===== src/design/rtpc_pkg.sv =====
// Shared constants, types and helper functions for the RGB to terminal palette code block.
package rtpc_pkg;

    // Palette size and the widths that follow from it.
    localparam int PALETTE_ENTRIES = 16;
    localparam int PAL_IDX_W       = (PALETTE_ENTRIES > 1) ? $clog2(PALETTE_ENTRIES) : 1;

    // Fixed field widths.
    localparam int IDX_W   = 4;
    localparam int CHAN_W  = 8;
    localparam int CODE_W  = 8;
    localparam int SGR_W   = 7;
    localparam int KIND_W  = 2;
    localparam int ENTRY_W = 3 * CHAN_W;
    localparam int SQ_W    = 2 * CHAN_W;
    localparam int DIST_W  = 26;
    localparam int LEVEL_W = 3;

    // Stream widths.
    localparam int S_TDATA_W = 32;
    localparam int S_TUSER_W = 2;
    localparam int M_TDATA_W = 40;
    localparam int M_TUSER_W = 2;

    // Luma weights for the distance, scaled by one thousand.
    localparam logic [9:0] WEIGHT_RED   = 10'd299;
    localparam logic [9:0] WEIGHT_GREEN = 10'd587;
    localparam logic [9:0] WEIGHT_BLUE  = 10'd114;

    // Color cube constants: one level per 51 counts of a channel.
    localparam int CUBE_LEVELS = 5;
    localparam int CUBE_STEP   = 255 / CUBE_LEVELS;
    localparam int CUBE_BASE   = 16;
    localparam int CUBE_RED_MUL   = 36;
    localparam int CUBE_GREEN_MUL = 6;

    // SGR numbering.
    localparam int SGR_FG_BASE   = 30;
    localparam int SGR_FG_BRIGHT = 90;
    localparam int SGR_BG_OFFSET = 10;
    localparam int BRIGHT_FIRST  = 8;

    // Command codes.
    localparam logic CMD_LOAD    = 1'b0;
    localparam logic CMD_CONVERT = 1'b1;

    // Color depth modes, also used as the result kind.
    typedef enum logic [1:0] {
        MODE_NONE    = 2'd0,
        MODE_PALETTE = 2'd1,
        MODE_CUBE    = 2'd2,
        MODE_DIRECT  = 2'd3
    } depth_mode_t;

    // Request into the distance unit: one palette entry per cycle.
    typedef struct packed {
        logic                 valid;
        logic                 last;
        logic [PAL_IDX_W-1:0] idx;
        logic [ENTRY_W-1:0]   entry;
    } dist_req_t;

    // Response from the distance unit.
    typedef struct packed {
        logic                 valid;
        logic                 last;
        logic [PAL_IDX_W-1:0] idx;
        logic [DIST_W-1:0]    distance;
    } dist_rsp_t;

    // Scale one channel to a cube level, floor(c * 5 / 255).
    function automatic logic [LEVEL_W-1:0] cube_level(input logic [CHAN_W-1:0] c);
        logic [LEVEL_W-1:0] lvl;
        lvl = '0;
        for (int k = 1; k <= CUBE_LEVELS; k++) begin
            if (c >= CHAN_W'(k * CUBE_STEP)) begin
                lvl = LEVEL_W'(k);
            end
        end
        return lvl;
    endfunction

    // Cube code 16 + 36*ri + 6*gi + bi.
    function automatic logic [CODE_W-1:0] cube_code(input logic [CHAN_W-1:0] r,
                                                    input logic [CHAN_W-1:0] g,
                                                    input logic [CHAN_W-1:0] b);
        logic [CODE_W-1:0] ri;
        logic [CODE_W-1:0] gi;
        logic [CODE_W-1:0] bi;
        ri = CODE_W'(cube_level(r));
        gi = CODE_W'(cube_level(g));
        bi = CODE_W'(cube_level(b));
        return CODE_W'(CUBE_BASE) + ri * CODE_W'(CUBE_RED_MUL)
             + gi * CODE_W'(CUBE_GREEN_MUL) + bi;
    endfunction

    // SGR number for a sixteen-color index, foreground or background.
    function automatic logic [SGR_W-1:0] sgr_code(input logic [IDX_W-1:0] code,
                                                  input logic             bg);
        logic [SGR_W-1:0] base;
        base = (code >= IDX_W'(BRIGHT_FIRST)) ? SGR_W'(SGR_FG_BRIGHT - BRIGHT_FIRST)
                                              : SGR_W'(SGR_FG_BASE);
        return base + SGR_W'(code) + (bg ? SGR_W'(SGR_BG_OFFSET) : '0);
    endfunction

endpackage


===== src/design/rgb_to_terminal_palette_code.sv =====
// Top level: maps an RGB color to a terminal color code by the configured depth.
//
// Input stream (s_*): each transfer is either a palette load or a color to
// convert, selected by s_tuser[0]; loads give no result. Output stream (m_*):
// one transfer per conversion in palette, cube and direct mode; none in
// no-color mode. cfg_we/cfg_wdata set the depth mode.
//
// A cube or direct conversion is registered at acceptance and moves into the
// output register once that register is free; the next item is taken after
// that move. A sixteen-color conversion scans the palette one entry per cycle
// into a three-stage distance pipeline; after the scan and the pipeline, the
// drain state takes the winner, and the result moves into the output register
// once that register is free. The next item is taken after that move, and
// s_tready is low meanwhile.
//
// Reset clears the control state and selects no-color mode; palette entries
// are not cleared and must be loaded before sixteen-color conversion.
// When the receiver stalls, the result waits in the output register; the block
// still takes loads and starts the next conversion, which then waits for the
// output register to free up before it finishes.
module rgb_to_terminal_palette_code (
    input  logic                            aclk,
    input  logic                            aresetn,
    // Configuration: depth mode.
    input  logic                            cfg_we,
    input  logic [1:0]                      cfg_wdata,
    // Input stream.
    input  logic                            s_tvalid,
    output logic                            s_tready,
    // entry_index[3:0], red[11:4], green[19:12], blue[27:20], zero fill[31:28]
    input  logic [rtpc_pkg::S_TDATA_W-1:0]  s_tdata,
    // command[0], is_background[1]
    input  logic [rtpc_pkg::S_TUSER_W-1:0]  s_tuser,
    // Output stream.
    output logic                            m_tvalid,
    input  logic                            m_tready,
    // colour_code[7:0], sgr_number[14:8], red_out[22:15], green_out[30:23],
    // blue_out[38:31], zero fill[39]
    output logic [rtpc_pkg::M_TDATA_W-1:0]  m_tdata,
    // kind[1:0]
    output logic [rtpc_pkg::M_TUSER_W-1:0]  m_tuser
);
    import rtpc_pkg::*;

    typedef enum logic [1:0] {
        ST_IDLE,
        ST_SCAN,
        ST_DRAIN,
        ST_EMIT
    } state_t;

    localparam logic [PAL_IDX_W-1:0] LAST_ENTRY = PAL_IDX_W'(PALETTE_ENTRIES - 1);

    state_t               state_reg;
    depth_mode_t          depth_mode_reg;

    logic                 in_command;
    logic [IDX_W-1:0]     in_entry_index;
    logic [CHAN_W-1:0]    in_red;
    logic [CHAN_W-1:0]    in_green;
    logic [CHAN_W-1:0]    in_blue;
    logic                 in_is_background;
    logic                 in_xfer;
    logic                 load_wr;

    logic [PAL_IDX_W-1:0] scan_idx_reg;
    logic [ENTRY_W-1:0]   entry_data;
    logic                 req_valid_reg;
    logic                 req_last_reg;
    logic [PAL_IDX_W-1:0] req_idx_reg;
    dist_req_t            dist_req;
    dist_rsp_t            dist_rsp;

    logic [CHAN_W-1:0]    red_reg;
    logic [CHAN_W-1:0]    green_reg;
    logic [CHAN_W-1:0]    blue_reg;
    logic                 bg_reg;

    logic [DIST_W-1:0]    min_dist_reg;
    logic [PAL_IDX_W-1:0] best_idx_reg;
    logic                 best_take;
    logic [PAL_IDX_W-1:0] best_idx_next;

    depth_mode_t          kind_reg;
    logic [CODE_W-1:0]    res_code_reg;
    logic [CHAN_W-1:0]    res_red_reg;
    logic [CHAN_W-1:0]    res_green_reg;
    logic [CHAN_W-1:0]    res_blue_reg;
    logic                 emit_fire;

    logic                 m_tvalid_reg;
    depth_mode_t          m_kind_reg;
    logic [CODE_W-1:0]    m_code_reg;
    logic [SGR_W-1:0]     m_sgr_reg;
    logic [CHAN_W-1:0]    m_red_reg;
    logic [CHAN_W-1:0]    m_green_reg;
    logic [CHAN_W-1:0]    m_blue_reg;

    // Unpack the input transfer.
    assign in_entry_index   = s_tdata[IDX_W-1:0];
    assign in_red           = s_tdata[IDX_W+CHAN_W-1:IDX_W];
    assign in_green         = s_tdata[IDX_W+2*CHAN_W-1:IDX_W+CHAN_W];
    assign in_blue          = s_tdata[IDX_W+3*CHAN_W-1:IDX_W+2*CHAN_W];
    assign in_command       = s_tuser[0];
    assign in_is_background = s_tuser[1];

    assign s_tready = (state_reg == ST_IDLE);
    assign in_xfer  = s_tvalid && s_tready;

    // Loads beyond the palette are dropped.
    assign load_wr = in_xfer && (in_command == CMD_LOAD)
                     && ({1'b0, in_entry_index} < (IDX_W + 1)'(PALETTE_ENTRIES));

    rtpc_palette #(
        .WIDTH (ENTRY_W),
        .DEPTH (PALETTE_ENTRIES)
    ) u_palette (
        .aclk    (aclk),
        .wr_en   (load_wr),
        .wr_idx  (in_entry_index[PAL_IDX_W-1:0]),
        .wr_data ({in_red, in_green, in_blue}),
        .rd_idx  (scan_idx_reg),
        .rd_data (entry_data)
    );

    // Feed one palette entry per scan cycle into the distance unit, in step with the read data.
    assign dist_req.valid = req_valid_reg;
    assign dist_req.last  = req_last_reg;
    assign dist_req.idx   = req_idx_reg;
    assign dist_req.entry = entry_data;

    rtpc_dist_unit u_dist (
        .aclk    (aclk),
        .aresetn (aresetn),
        .red     (red_reg),
        .green   (green_reg),
        .blue    (blue_reg),
        .req     (dist_req),
        .rsp     (dist_rsp)
    );

    // The first entry always wins; later ones only on a strictly smaller distance.
    assign best_take     = dist_rsp.valid
                           && ((dist_rsp.idx == '0) || (dist_rsp.distance < min_dist_reg));
    assign best_idx_next = best_take ? dist_rsp.idx : best_idx_reg;

    assign emit_fire = (state_reg == ST_EMIT) && (!m_tvalid_reg || m_tready);

    // Sequencer, configuration register and output register.
    always_ff @(posedge aclk) begin
        if (!aresetn) begin
            state_reg      <= ST_IDLE;
            depth_mode_reg <= MODE_NONE;
            scan_idx_reg   <= '0;
            req_valid_reg  <= 1'b0;
            m_tvalid_reg   <= 1'b0;
        end else begin
            if (cfg_we) begin
                depth_mode_reg <= depth_mode_t'(cfg_wdata);
            end

            // Request tags are registered from the palette read address, in line with the registered read data.
            req_valid_reg <= (state_reg == ST_SCAN);
            req_last_reg  <= (scan_idx_reg == LAST_ENTRY);
            req_idx_reg   <= scan_idx_reg;

            if (best_take) begin
                min_dist_reg <= dist_rsp.distance;
                best_idx_reg <= dist_rsp.idx;
            end

            // The output register empties on a transfer unless a new result moves in.
            if (m_tvalid_reg && m_tready && !emit_fire) begin
                m_tvalid_reg <= 1'b0;
            end

            unique case (state_reg)
                ST_IDLE: begin
                    if (in_xfer && (in_command == CMD_CONVERT)) begin
                        kind_reg      <= depth_mode_reg;
                        red_reg       <= in_red;
                        green_reg     <= in_green;
                        blue_reg      <= in_blue;
                        bg_reg        <= in_is_background;
                        res_code_reg  <= (depth_mode_reg == MODE_CUBE)
                                         ? cube_code(in_red, in_green, in_blue) : '0;
                        res_red_reg   <= (depth_mode_reg == MODE_DIRECT) ? in_red   : '0;
                        res_green_reg <= (depth_mode_reg == MODE_DIRECT) ? in_green : '0;
                        res_blue_reg  <= (depth_mode_reg == MODE_DIRECT) ? in_blue  : '0;
                        case (depth_mode_reg) inside
                            MODE_PALETTE: begin
                                scan_idx_reg <= '0;
                                state_reg    <= ST_SCAN;
                            end
                            MODE_CUBE, MODE_DIRECT: begin
                                state_reg <= ST_EMIT;
                            end
                            default: begin
                                state_reg <= ST_IDLE;
                            end
                        endcase
                    end
                end
                ST_SCAN: begin
                    if (scan_idx_reg == LAST_ENTRY) begin
                        state_reg <= ST_DRAIN;
                    end else begin
                        scan_idx_reg <= scan_idx_reg + 1'b1;
                    end
                end
                ST_DRAIN: begin
                    if (dist_rsp.valid && dist_rsp.last) begin
                        res_code_reg <= CODE_W'(best_idx_next);
                        state_reg    <= ST_EMIT;
                    end
                end
                ST_EMIT: begin
                    if (emit_fire) begin
                        m_tvalid_reg <= 1'b1;
                        m_kind_reg   <= kind_reg;
                        m_code_reg   <= res_code_reg;
                        m_sgr_reg    <= (kind_reg == MODE_PALETTE)
                                        ? sgr_code(res_code_reg[IDX_W-1:0], bg_reg) : '0;
                        m_red_reg    <= res_red_reg;
                        m_green_reg  <= res_green_reg;
                        m_blue_reg   <= res_blue_reg;
                        state_reg    <= ST_IDLE;
                    end
                end
            endcase
        end
    end

    // Pack the result transfer.
    assign m_tvalid = m_tvalid_reg;
    assign m_tdata  = {1'b0, m_blue_reg, m_green_reg, m_red_reg, m_sgr_reg, m_code_reg};
    assign m_tuser  = m_kind_reg;

endmodule


===== src/design/rtpc_palette.sv =====
// Generic RAM with one write port and one registered read port, used for the palette.
module rtpc_palette #(
    parameter int WIDTH = 24,
    parameter int DEPTH = 16
) (
    input  logic                     aclk,
    input  logic                     wr_en,
    input  logic [$clog2(DEPTH)-1:0] wr_idx,
    input  logic [WIDTH-1:0]         wr_data,
    input  logic [$clog2(DEPTH)-1:0] rd_idx,
    output logic [WIDTH-1:0]         rd_data
);

    logic [WIDTH-1:0] entry_reg [DEPTH];
    logic [WIDTH-1:0] rd_data_reg;

    // Entries hold whatever was last written; no reset. The read data is registered from the address.
    always_ff @(posedge aclk) begin
        if (wr_en) begin
            entry_reg[wr_idx] <= wr_data;
        end
        rd_data_reg <= entry_reg[rd_idx];
    end

    assign rd_data = rd_data_reg;

endmodule


===== src/design/rtpc_dist_unit.sv =====
// Pipelined weighted squared distance unit, shared by every palette entry of a scan.
module rtpc_dist_unit (
    input  logic                         aclk,
    input  logic                         aresetn,
    input  logic [rtpc_pkg::CHAN_W-1:0]  red,
    input  logic [rtpc_pkg::CHAN_W-1:0]  green,
    input  logic [rtpc_pkg::CHAN_W-1:0]  blue,
    input  rtpc_pkg::dist_req_t          req,
    output rtpc_pkg::dist_rsp_t          rsp
);
    import rtpc_pkg::*;

    function automatic logic [CHAN_W-1:0] abs_diff(input logic [CHAN_W-1:0] a,
                                                   input logic [CHAN_W-1:0] b);
        return (a >= b) ? (a - b) : (b - a);
    endfunction

    logic [CHAN_W-1:0]    dr;
    logic [CHAN_W-1:0]    dg;
    logic [CHAN_W-1:0]    db;

    logic                 s1_valid_reg;
    logic                 s1_last_reg;
    logic [PAL_IDX_W-1:0] s1_idx_reg;
    logic [SQ_W-1:0]      sq_r_reg;
    logic [SQ_W-1:0]      sq_g_reg;
    logic [SQ_W-1:0]      sq_b_reg;

    logic                 s2_valid_reg;
    logic                 s2_last_reg;
    logic [PAL_IDX_W-1:0] s2_idx_reg;
    logic [DIST_W-1:0]    wr_reg;
    logic [DIST_W-1:0]    wg_reg;
    logic [DIST_W-1:0]    wb_reg;

    logic                 s3_valid_reg;
    logic                 s3_last_reg;
    logic [PAL_IDX_W-1:0] s3_idx_reg;
    logic [DIST_W-1:0]    dist_reg;

    // Channel differences against the entry being scanned.
    assign dr = abs_diff(red,   req.entry[3*CHAN_W-1:2*CHAN_W]);
    assign dg = abs_diff(green, req.entry[2*CHAN_W-1:CHAN_W]);
    assign db = abs_diff(blue,  req.entry[CHAN_W-1:0]);

    // Valid bits of the three stages.
    always_ff @(posedge aclk) begin
        if (!aresetn) begin
            s1_valid_reg <= 1'b0;
            s2_valid_reg <= 1'b0;
            s3_valid_reg <= 1'b0;
        end else begin
            s1_valid_reg <= req.valid;
            s2_valid_reg <= s1_valid_reg;
            s3_valid_reg <= s2_valid_reg;
        end
    end

    // Stage one squares, stage two weights, stage three sums.
    always_ff @(posedge aclk) begin
        s1_last_reg <= req.last;
        s1_idx_reg  <= req.idx;
        sq_r_reg    <= SQ_W'(dr) * SQ_W'(dr);
        sq_g_reg    <= SQ_W'(dg) * SQ_W'(dg);
        sq_b_reg    <= SQ_W'(db) * SQ_W'(db);

        s2_last_reg <= s1_last_reg;
        s2_idx_reg  <= s1_idx_reg;
        wr_reg      <= DIST_W'(sq_r_reg) * DIST_W'(WEIGHT_RED);
        wg_reg      <= DIST_W'(sq_g_reg) * DIST_W'(WEIGHT_GREEN);
        wb_reg      <= DIST_W'(sq_b_reg) * DIST_W'(WEIGHT_BLUE);

        s3_last_reg <= s2_last_reg;
        s3_idx_reg  <= s2_idx_reg;
        dist_reg    <= wr_reg + wg_reg + wb_reg;
    end

    assign rsp.valid    = s3_valid_reg;
    assign rsp.last     = s3_last_reg;
    assign rsp.idx      = s3_idx_reg;
    assign rsp.distance = dist_reg;

endmodule


===== config.mk =====
export PLATFORM = sky130hd
export DESIGN_NAME = rgb_to_terminal_palette_code
export DESIGN_NICKNAME = d
export VERILOG_FILES = /design/src/design/rtpc_pkg.sv /design/src/design/rgb_to_terminal_palette_code.sv /design/src/design/rtpc_palette.sv /design/src/design/rtpc_dist_unit.sv
export SDC_FILE = /design/constraint.sdc
export NUM_CORES = 2
export LEC_CHECK = 0
export BUFFER_PORTS_ARGS = -buffer_cell sky130_fd_sc_hd__buf_2
export CAP_MARGIN = 20
export CORE_UTILIZATION = 30
export CTS_BUF_LIST = sky130_fd_sc_hd__clkbuf_4
export DETAILED_ROUTE_END_ITERATION = 7
export PLACE_DENSITY = 0.48
export SYNTH_ARGS = -nofsm -noshare
export SYNTH_HDL_FRONTEND = slang
export SYNTH_SLANG_ARGS = --single-unit

===== constraint.sdc =====
create_clock -name aclk -period 8.3 [get_ports aclk]
set_input_delay 0.83 -clock aclk [delete_from_list [all_inputs] [get_ports aclk]]
set_output_delay 0.83 -clock aclk [all_outputs]
set_load 0.01 [all_outputs]

Word level (Yosys, flattened, before mapping)
Memory sizes are Yosys's and may differ from the RTL's. A register that Yosys moved wholly into a read port is not among the register bits.
Index checks and enable logic that the tools add are counted.

cells by class
  muxes and demuxes = 50
  eq/ne operators = 14
  reductions and logical operators = 23
  bitwise operators = 1
  $lt $le $gt $ge = 20
  $mul = 8
  add/sub/neg operators = 14

operator list
  kind                      number
  $ge A8 B8 Y1 const B      9
  $mux W3                   21
  $mul A8 B8 Y16            3
  $mux W8                   6
  $sub A8 B8 Y8             6
  $add A25 B26 Y26          1
  $add A26 B23 Y26          1
  $lt A26 B26 Y1            1
  $mul A16 B10 Y26 const B  1
  $mul A16 B9 Y25 const B   1
  $ge A8 B6 Y1 const B      3
  $ge A8 B7 Y1 const B      3
  $ge A8 B8 Y1              3
  $mul A16 B6 Y22 const B   1
  $mux W4                   5
  $pmux W8 S2               1
  $add A7 B4 Y7             2
  $mux W2                   6
  $reduce_and A4 Y1         3
  $add A5 B8 Y8 const A     1
  $add A8 B3 Y8             1
  $add A8 B6 Y8             1
  $eq A2 B2 Y1 const B      4
  $logic_and A1 B1 Y1       8
  other kinds (21)          38

word-level totals
  logic and storage cells = 171
  memory bits (writable) = 384
  memories = 1
  bits of input ports = 41
  register bits after elaboration = 310
  output and inout bits = 44

memory list
  memory               depth  bits a word  read ports  clocked after Yosys merged registers in  write ports  RTL line            RTL
  u_palette.entry_reg  16     24           1           1                                        1            rtpc_palette.sv:14  logic [WIDTH-1:0] entry_reg [DEPTH];

Logic depth before layout (Yosys ltp)
  depth after elaboration = 16
  depth in mapped cells = 32
  depth with buffers taken out = 31

Modules after synthesis
From an unflattened synthesis, not the netlist that was laid out.

unflattened totals
  cells, all modules = 3045
  area total of the unflattened synthesis = 39915.8 um2

by module, submodules not included
  module                        cells each  instances  seq. area each (um2)  area each (um2)
  rtpc_dist_unit                1923        1          3183.1                18494.0
  rtpc_palette                  636         1          12011.5               14930.6
  rgb_to_terminal_palette_code  486         1          4254.1                6491.2

Least setup slack after synthesis
OpenSTA, ideal clock, no wires.

  kind = register to register
  start = register red_reg[0]
  end = register u_dist.sq_r_reg[15]
  data required time = 8228 ps
  data arrival time = 6586 ps
  path slack = 1642 ps
  stages on the path, launching flop included = 31
  setup time = 72 ps
  path buffers = 1
  period minus slack after synthesis = 6658 ps
  cells stage by stage = edfxtp_1 -> inv_1 -> ha_1 -> inv_1 -> fa_1 -> a21o_1 -> a21oi_1 -> a31oi_1 -> o22ai_1 -> buf_4 -> mux2_1 -> a221oi_2 -> xor2_2 -> nand2b_1 -> inv_1 -> fa_1 -> fa_1 -> inv_1 -> fa_1 -> fa_1 -> inv_1 -> ha_1 -> nor3_1 -> nor2_1 -> a31oi_1 -> nor2b_1 -> o21a_1 -> o21ai_0 -> nand2b_1 -> a21oi_1 -> xnor2_1

on the way
  longest elaborated chain between the ends = 3
  elaborated cells on any way between the ends = 5
  classes of those cells = add/sub (2); mul (1); order compare (1); mux (1)

ends and longest elaborated chain
  what                                                  RTL line                             RTL
  start, declared                                       rgb_to_terminal_palette_code.sv:74   logic [CHAN_W-1:0] red_reg;
  start signal, assigned                                rgb_to_terminal_palette_code.sv:181  red_reg <= in_red;
  $sub A8 B8 Y8 / $ge A8 B8 Y1 (equally long branches)  rtpc_dist_unit.sv:15                 return (a >= b) ? (a - b) : (b - a);
  $mux W8 *                                             rtpc_dist_unit.sv:15
  $mul A8 B8 Y16 *                                      rtpc_dist_unit.sv:63                 sq_r_reg <= SQ_W'(dr) * SQ_W'(dr);
  end signal, assigned                                  rtpc_dist_unit.sv:63
  end, declared                                         rtpc_dist_unit.sv:25                 logic [SQ_W-1:0] sq_r_reg;

Every way passes the cells marked *; elsewhere a longest branch is shown, timed or not.
A chain may end at the register's enable or synchronous reset.

Worst setup path after layout
Same ends and word-level chain as after synthesis.

==> impl_metrics.ini <==
[global_routing]
grt_usage_pct = 13.4
grt_max_degree = 64
gr-usage-met2_pct = 22.3
grt_pass1_wl_um = 137000
grt_pass1_vias = 24604
grt.met1_usage_pct = 17.4
grtUsageMet3_pct = 2.61
grt_overflow = 0
antenna_found_initial = 7
grt-busiest-layer = met2

[setup_path]
critPathSlowestCell = fa_1
slowest_delay_ns = 0.54
required_ns = 9.28
cp-end-kind = flip-flop
crit_arrival_ns = 8.26
critPathKind = flip-flop to flip-flop
worst_setup_path_start_kind = flip-flop
crit_path_max_fanout = 10
crit_top_cell = inv_1

[logic_synthesis]
synthCells = 2900
yosysSeqAreaShare_pct = 49.4
synth_edf_count = 519
synth_top_area_share_pct = 39.6
syn_area_per_cell_sq_um = 13.6
postSynth.asyncResetShare_pct = 0
ys_warn_count = 0
ys_top_cells_by_area = edfxtp_1 40%, ha_1 13%, fa_1 10%, dfxtp_1 9.8%, mux4_2 6.9%
synthFlopType = edfxtp_1
synth_cell_types = 84
synth-seq-cells = 712
yosys.area.top_type = edfxtp_1
syn_area_sq_um = 39400

[sta]
setup_viol = 0
post-route-min-period_ns = 7.28
setup_tns_ns = 0
tightestPinTransition_ns = 1.03
slew_headroom_pct = 31.4
hold_viol = 0
skew_ns = 0.0752
slew_viol_final = 0
rsz0062_at_grt = no
fmax_ghz = 0.137
fin_crit_sh_pct = 87.7

[job]
maxCapViolCount = 0

[finish]
drive_gt1_share_pct = 18.4
multiInputGateArea_sq_um = 18500
largest_register_ffs = 384
nets = 3831
final-seq-area_sq_um = 19500
fillers = 13007
syn_to_final_growth_pct = 13.8

[clock_tree]
cts_buffers = 188
cts.htree.levels = 4
cts_resized = 0
ctsLongestPathBuffers = 3
cts-hold-fix-buffers = 5
cts_root_buf = clkbuf_4
cts_setup_buffers = 0
cts_tree = built
cts.clk_slew.worst_paths_ns = 0.07
clk-insertion-delay-late_ns = 1.08
cts.sink_count = 712

[placement]
dp.final_hpwl_um = 57600
port_buffers = 79
place.gp.congestion = 0.750

[route]
vias_per_cell = 4.50
drtIter0Drc = 1161
drc = 0
wl_per_cell_um = 16.8
drt_wl_total_um = 85200
antenna_left = 0
drtPass1Iterations = 5
vias = 22830

[floorplanning]
start_util_pct = 30.3
rows = 132
io_pins = 85
die_width_um = 364
fp.dieH_um = 364
die_area_sq_um = 133000
design.core.area_sq_um = 130000

[status]
status = finished clean

[hold_path]
min_path_type = input port to flip-flop
area by class of cell:
| type | instances | share of cell area [%] |
|---|---|---|
| diodes | 4 | 0.0224 |
| clock buffers | 288 | 4.83 |
| clock inverters | 50 | 0.726 |
| inverters | 360 | 3.02 |
| multi-input cells | 1786 | 41.3 |
| flip-flops and latches | 712 | 43.4 |
| well taps | 1742 | 4.87 |
| repair buffers | 128 | 1.78 |
per-stage QoR:
step	worst slack [ns]	instance area, sq um	std cells	util, %	hold slack (ns)
6_report	1.02	44800	5070	34.5	0.194
5_1_grt	0.391	44800	5068	34.5	0.0890
4_1_cts	1.00	44800	5065	34.5	0.0144
3_5_place_dp	1.06	42200	4722	32.5	0.314
3_3_place_gp	1.07	42200	4721	32.5	0.310
2_1_floorplan	1.64	39400	2908	-	0.310
synth_stat cells, types with 7 or more instances:
cell type	instances
nor2b_1	30
o21ai_0	69
and3_1	31
buf_1	7
nand2_1	81
o21a_1	27
nand2b_1	29
a211oi_1	16
a211o_1	8
or3_1	7
nand4_1	10
edfxtp_1	519
inv_1	360
a31oi_1	14
buf_2	9
clkbuf_1	32
ha_1	417
a21o_1	40
a21oi_1	125
mux4_2	120
nor3_1	35
nor2_1	181
o21bai_1	18
xor2_1	33
o211ai_1	11
xnor2_1	107
mux2i_1	21
nand3_1	28
and2_1	13
or2_2	10
fa_1	197
dfxtp_1	193
worst max-delay path, delay by kind of cell (launching register included):
family / cells / cell delay, ns
fa+ha+maj: 7 / 2.90
compound gates: 9 / 1.66
buf+inv: 7 / 0.78
simple gates: 5 / 0.59
xor+xnor: 2 / 0.57
flops: 1 / 0.39
mux: 1 / 0.29
layer usage:
layer  share of wire, %  vias to the layer above
met5              0.056                        -
met4                2.1                        8
met3                3.7                      144
met2                 48                      370
met1                 46                    11222
li1                   -                    11086
logic make-up after synthesis:
family / Yosys count / share of synthesized area [%]
DFF: 712 / 49.4
adders and majority gates: 614 / 23.3
buffers and inverters: 410 / 3.96
muxes: 147 / 7.57
xor gates and xnor gates: 144 / 3.31
and+or+nand+nor: 471 / 5.70
other: 2 / 0.0191
AOI/OAI and AO/OA: 400 / 6.73
layout by cell type (no fill, tap or decap), types with 107 or more instances in the layout:
cell type,count
edfxtp_1,519
ha_1,417
inv_1,360
clkbuf_4,288
fa_1,197
dfxtp_1,189
nor2_1,167
a21oi_1,125
mux4_2,120
xnor2_1,107
path summary, 6_finish.rpt:
check	to	cells after the start	slack (ns)	from
worst max-delay path	u_dist.sq_r_reg[15]	31	1.02	red_reg[0]
worst min-delay path	m_tvalid	4	0.19	m_tready
worst max register to register	u_dist.sq_r_reg[15]	31	1.02	red_reg[0]
worst min register to register	u_dist.s1_idx_reg[1]	0	0.29	req_idx_reg[1]
Power is not shown: default switching activity piles up to over one toggle a cycle in this logic, so the estimate is an artifact.
